[src/hdl/pafll_pkg.sv]
package pafll_pkg;

  localparam int DEFAULT_TABLE_ENTRIES = 64;

  localparam int ADDR_W = 64;
  localparam int TICK_W = 31;
  localparam int CNT_W  = 8;
  localparam int OP_W   = 2;
  localparam int CFG_INDEX_W = 2;

  localparam logic [CNT_W-1:0]  CNT_MAX              = 8'hFF;
  localparam logic [CNT_W-1:0]  RESET_LOGIN_LIMIT    = 8'd3;
  localparam logic [TICK_W-1:0] RESET_WINDOW_TICKS   = 31'd18000;
  localparam logic [TICK_W-1:0] RESET_IDLE_TICKS     = 31'd33000;

  typedef enum logic [OP_W-1:0] {
    OP_QUERY = 2'd0,
    OP_FAIL  = 2'd1,
    OP_SWEEP = 2'd2
  } op_e;

  typedef enum logic [CFG_INDEX_W-1:0] {
    CFG_LOGIN_LIMIT = 2'd0,
    CFG_WINDOW      = 2'd1,
    CFG_IDLE        = 2'd2
  } cfg_index_e;

  // operation travelling down the chain, one cell per cycle
  typedef struct packed {
    logic              valid;
    logic [OP_W-1:0]   op;
    logic [ADDR_W-1:0] hi;
    logic [ADDR_W-1:0] lo;
    logic              fam;
    logic [TICK_W-1:0] now;
    logic              found;
    logic [CNT_W-1:0]  count;
    logic              free_seen;
  } token_t;

  // new entry written into one cell after a failed login missed
  typedef struct packed {
    logic              valid;
    logic [ADDR_W-1:0] hi;
    logic [ADDR_W-1:0] lo;
    logic              fam;
    logic [TICK_W-1:0] now;
  } insert_t;

  // stamps later than now never age out
  function automatic logic aged(logic [TICK_W-1:0] now, logic [TICK_W-1:0] stamp,
                                logic [TICK_W-1:0] limit);
    logic [TICK_W-1:0] age;
    age = now - stamp;
    return (now >= stamp) && (age >= limit);
  endfunction

endpackage

[src/hdl/pafll_cell.sv]
module pafll_cell #(
  parameter int IDX   = 0,
  parameter int IDX_W = 6
) (
  input  logic                            clk_i,
  input  logic                            rst_ni,
  input  pafll_pkg::token_t               tok_i,
  input  logic [IDX_W-1:0]                free_idx_i,
  input  pafll_pkg::insert_t              ins_i,
  input  logic [IDX_W-1:0]                ins_idx_i,
  input  logic [pafll_pkg::TICK_W-1:0]    window_i,
  input  logic [pafll_pkg::TICK_W-1:0]    idle_i,
  output pafll_pkg::token_t               tok_o,
  output logic [IDX_W-1:0]                free_idx_o
);

  logic                           valid_q, valid_d;
  logic [pafll_pkg::ADDR_W-1:0]   hi_q, hi_d, lo_q, lo_d;
  logic                           fam_q, fam_d;
  logic [pafll_pkg::TICK_W-1:0]   seen_q, seen_d, fail_q, fail_d;
  logic [pafll_pkg::CNT_W-1:0]    cnt_q, cnt_d, cnt_inc;
  pafll_pkg::token_t              tok_q, tok_d;
  logic [IDX_W-1:0]               idx_q, idx_d;
  logic                           match;

  assign match = valid_q && (fam_q == tok_i.fam) && (hi_q == tok_i.hi) && (lo_q == tok_i.lo);
  assign cnt_inc = (cnt_q == pafll_pkg::CNT_MAX) ? cnt_q : cnt_q + 8'd1;

  always_comb begin
    valid_d = valid_q;
    hi_d    = hi_q;
    lo_d    = lo_q;
    fam_d   = fam_q;
    seen_d  = seen_q;
    fail_d  = fail_q;
    cnt_d   = cnt_q;
    tok_d   = tok_i;
    idx_d   = free_idx_i;

    if (tok_i.valid) begin
      if (!valid_q && !tok_i.free_seen) begin
        tok_d.free_seen = 1'b1;
        idx_d           = IDX_W'(IDX);
      end
      case (tok_i.op)
        pafll_pkg::OP_QUERY: begin
          if (match) begin
            tok_d.found = 1'b1;
            tok_d.count = cnt_q;
          end
        end
        pafll_pkg::OP_FAIL: begin
          if (match) begin
            cnt_d       = cnt_inc;
            seen_d      = tok_i.now;
            fail_d      = tok_i.now;
            tok_d.found = 1'b1;
            tok_d.count = cnt_inc;
          end
        end
        pafll_pkg::OP_SWEEP: begin
          if (valid_q) begin
            if ((fail_q != '0) && pafll_pkg::aged(tok_i.now, fail_q, window_i)) begin
              fail_d = '0;
              cnt_d  = '0;
            end
            if (pafll_pkg::aged(tok_i.now, seen_q, idle_i)) valid_d = 1'b0;
          end
        end
        default: begin
        end
      endcase
    end

    if (ins_i.valid && (ins_idx_i == IDX_W'(IDX))) begin
      valid_d = 1'b1;
      hi_d    = ins_i.hi;
      lo_d    = ins_i.lo;
      fam_d   = ins_i.fam;
      seen_d  = ins_i.now;
      fail_d  = ins_i.now;
      cnt_d   = 8'd1;
    end
  end

  always_ff @(posedge clk_i or negedge rst_ni) begin
    if (!rst_ni) begin
      valid_q     <= 1'b0;
      tok_q.valid <= 1'b0;
    end else begin
      valid_q <= valid_d;
      tok_q   <= tok_d;
    end
  end

  always_ff @(posedge clk_i) begin
    hi_q   <= hi_d;
    lo_q   <= lo_d;
    fam_q  <= fam_d;
    seen_q <= seen_d;
    fail_q <= fail_d;
    cnt_q  <= cnt_d;
    idx_q  <= idx_d;
  end

  assign tok_o      = tok_q;
  assign free_idx_o = idx_q;

  // an insert only targets a free cell
  assert property (@(posedge clk_i) disable iff (!rst_ni)
    (ins_i.valid && (ins_idx_i == IDX_W'(IDX))) |-> !valid_q)
    else $error("insert into occupied cell");

  // a matching failed login bumps the count unless saturated
  assert property (@(posedge clk_i) disable iff (!rst_ni)
    (tok_i.valid && (tok_i.op == pafll_pkg::OP_FAIL) && match && (cnt_q != pafll_pkg::CNT_MAX))
    |=> (cnt_q == $past(cnt_q) + 8'd1))
    else $error("failed login count not incremented");

  // a query never changes the entry
  assert property (@(posedge clk_i) disable iff (!rst_ni)
    (tok_i.valid && (tok_i.op == pafll_pkg::OP_QUERY) && !ins_i.valid) |=> $stable(cnt_q))
    else $error("query modified count");

endmodule

[config.mk]
export PLATFORM = sky130hd
export DESIGN_NAME = pafll_cell
export DESIGN_NICKNAME = d
export VERILOG_FILES = /design/src/hdl/pafll_pkg.sv /design/src/hdl/pafll_cell.sv
export SDC_FILE = /design/constraint.sdc
export NUM_CORES = 1
export LEC_CHECK = 0
export ABC_AREA = 1
export ABC_CLOCK_PERIOD_IN_PS = 15100
export BUFFER_PORTS_ARGS = -buffer_cell sky130_fd_sc_hd__buf_2
export CAP_MARGIN = 20
export CORE_MARGIN = 2
export CORE_UTILIZATION = 35
export CTS_CLUSTER_SIZE = 12
export DETAILED_ROUTE_END_ITERATION = 8
export GPL_TIMING_DRIVEN = 0
export SLEW_MARGIN = 20
export SYNTH_ARGS = -nofsm -noshare
export SYNTH_HDL_FRONTEND = slang
export SYNTH_SLANG_ARGS = --single-unit
export TNS_END_PERCENT = 30
[constraint.sdc]
create_clock -name clk_i -period 15.1 [get_ports clk_i]
set_input_delay 0.755 -clock clk_i [delete_from_list [all_inputs] [get_ports clk_i]]
set_output_delay 0.755 -clock clk_i [all_outputs]
set_load 0.1 [all_outputs]
==> impl_metrics.yaml <==
pwr:
  finalPower_w: 0.002977
  swShare: 0.3317
  cellLeakagePower_nw: 12.07
  clkPwrFrac: 0.343
  power_density_nw_per_um2: 115.8
  power_switching_w: 0.0009875
  power_frac_comb: 0.243
  pwr-share-seq: 0.415
  internal_power_w: 0.001990
  ir_drop_mv: 0.09959
clock_network:
  cts-resized-gates: 0
  post_cts_buffers: 0
  ctsLongestPathBuffers: 3
  cts_buffers: 42
  cts_sinks: 379
  clock_latency_ns: 0.58
  hold_buffers: 0
  cts_max_level: 2
  cts_tree: "yes"
  cts_root_buffer: "clkbuf_16"
  clk_pin_slew_worst_paths_ns: 0.05
logic_synthesis:
  syn_nets: 2657
  yosysUniqueCellTypes: 51
  yosysSeqAreaShare: 0.5523
  synthCells: 2120
  yosys_register_bits: 379
  synth_ff_type: "edfxtp_1"
  synth_area_um2: 20330
  synthArstFlopShare: 0.005277
  syn_avg_cell_area_um2: 9.591
  synth_edf_count: 363
  yosysWarnings: 0
global_routing:
  grt_first_pass_wirelength_mm: 98.15
  overflow: 0
  grt_max_degree: 93
  antenna_found_initial: 21
  grt_pass1_vias: 17190
  grt_usage: 0.2172
timing:
  rsz0062_at_grt: "no"
  finalCritPeriodShare: 0.3210
  setup_tns_ns: 0
  hold_viol: 0
  slew-limit-headroom: 0.4473
  fmax_mhz: 206.3
  slew_viol_final: 0
  skew_ns: 0.02285
  holdWs_ns: 0.2304
  setup_violations: 0
  worst_pin_slew_ns: 0.8290
  period_needed_ns: 4.847
floorplan:
  start_util: 0.3531
  core-area_um2: 57590
  fp.dieArea_um2: 60040
  io_pins: 589
  fp.dieW_um: 245.0
  rows: 88
  fp.dieH_um: 245.0
worst_setup_path:
  crit_path_start_kind: "input port"
  cp_max_fo: 31
  max_stage_delay_ns: 0.60
  crit_arrival_ns: 5.04
  critical_path_class: "in2reg"
  cp-end-kind: "flip-flop"
  cp_slowest_cell: "nand2_2"
  cp.required_ns: 15.29
  cp_common_cell: "nand2_1"
detailed_routing:
  ant_nets: 0
  drt-pass1-iter-count: 5
  routed_via_density: 4.790
  drc: 0
  drt-initial-drc-count: 939
  num_vias: 17030
  post_drt_wl_per_cell_um: 18.80
  wl_mm: 66.83
worst_hold_path:
  hold_path_class: "in2async"
placement:
  io_buffers: 588
  dp_hpwl_mm: 55.02
  gp_congestion: 0.9263
  post-place-cells: 3476
layout:
  drive_gt1_frac: 0.2525
  layout.nets: 3292
  final_cells: 3555
  area_growth_pct: 26.48
  utilization: 0.4466
run_status:
  status: "complete, no violations"
run:
  maxCapViolations: 0
layer usage:
layer  up-vias  share of wire  track usage
li1       8377              -            -
met1      7921           0.38       0.2512
met2       599           0.52       0.4030
met3       115          0.070      0.04406
met4        16          0.024      0.06115
met5         -         0.0016            0
critical path, delay by kind of cell:
kind                     cells  cell delay (ns)
AND/OR/NAND/NOR             17             2.48
AO/OA/AOI/OAI                3             0.54
buffers and inverters        2             0.27
adder cells (fa/ha/maj)      3             0.98
layout make-up:
cell class	instances	area [um2]
diodes	10	25.02
plain buffers	18	68.82
clock buffers	49	1077
clock inverters	20	269.0
fillers	5620	31870
inverters	369	1393
multi-input cells	1354	7662
flip-flops and latches	379	11230
well taps	765	957.2
repair buffers	591	3035
power by group through the flow:
stage | Combinational [W] | Clock, W | Sequential, W
2_1_floorplan | 0.000237 | 0 | 0.00154
5_1_grt | 0.000780 | 0.00108 | 0.00124
3_5_place_dp | 0.000726 | 0 | 0.00126
4_1_cts | 0.000729 | 0.00104 | 0.00123
6_report | 0.000723 | 0.00102 | 0.00123
3_3_place_gp | 0.000715 | 0 | 0.00126
synth_stat cells (all sizes together), types with 9 or more instances:
cell    instances  area, um2
nor3           23      120.1
a21oi          90      457.9
nand3          49      262.8
nor2          201      779.5
nand4          48      300.3
or2            22      137.6
inv           368       1381
dfxtp          14      280.3
o22ai          31      193.9
nor4            9      56.30
a21o           12      90.09
ha            125       1564
o21ai         110      561.8
edfxtp        363      10900
a31oi           9      56.30
clkbuf         16      60.06
nand2         485       1856
xor2           49      429.2
xnor2          55      481.7
worst paths after layout:
path	start	end	slack, ns	depth (start not counted)
max	tok_i[10]	fail_q[28]	10.25	25
min	rst_ni	tok_o[172]	0.23	1
max reg2reg	fail_q[0]	fail_q[28]	10.33	23
min reg2reg	cnt_q[0]	cnt_q[0]	0.56	2
max in group asynchronous	rst_ni	valid_q	14.40	1
min in group clk_i	ins_i[137]	hi_q[41]	0.34	1
cells by family after synthesis:
family / count (synthesis) / synth area share
compound gates: 277 / 0.07643
xor+xnor: 104 / 0.04480
fa+ha+maj: 127 / 0.07889
buf+inv: 387 / 0.07150
flops: 379 / 0.5523
simple gates: 846 / 0.1761
cell usage in the layout (no fill, tap or decap), types with 5 or more instances in the layout:
cell	count
inv_2	8
clkinv_1	7
nand2_1	474
a21oi_1	88
nand2_2	9
nand3_1	47
xor2_1	49
or2_2	18
nor3_1	22
o21ai_1	23
buf_2	588
nand4_1	48
dfxtp_1	14
a31oi_1	9
nor4_1	9
diode_2	10
bufinv_16	5
clkbuf_16	42
edfxtp_1	363
o21bai_1	5
a21o_1	12
xnor2_1	55
ha_1	125
inv_1	359
o21ai_0	83
nand3b_1	5
o211ai_1	5
o22ai_1	31
clkbuf_1	23
nor2_1	195
sequential cells by signal, indices dropped and copies added, names as in the netlist:
| signal | flops |
|---|---|
| fam_q | 1 |
| cnt_q | 8 |
| fail_q | 31 |
| hi_q | 64 |
| valid_q | 1 |
| tok_o | 173 |
| free_idx_o | 6 |
| seen_q | 31 |
| lo_q | 64 |
stage by stage:
stage	setup slack (ns)	area [um2]
floorplan	9.687	20330
global placement	8.114	24230
global route	9.825	25700
CTS	10.16	25690
detailed placement	9.571	24350
finish	10.25	25720
No activity file was read; power rests on OpenSTA's default activity.
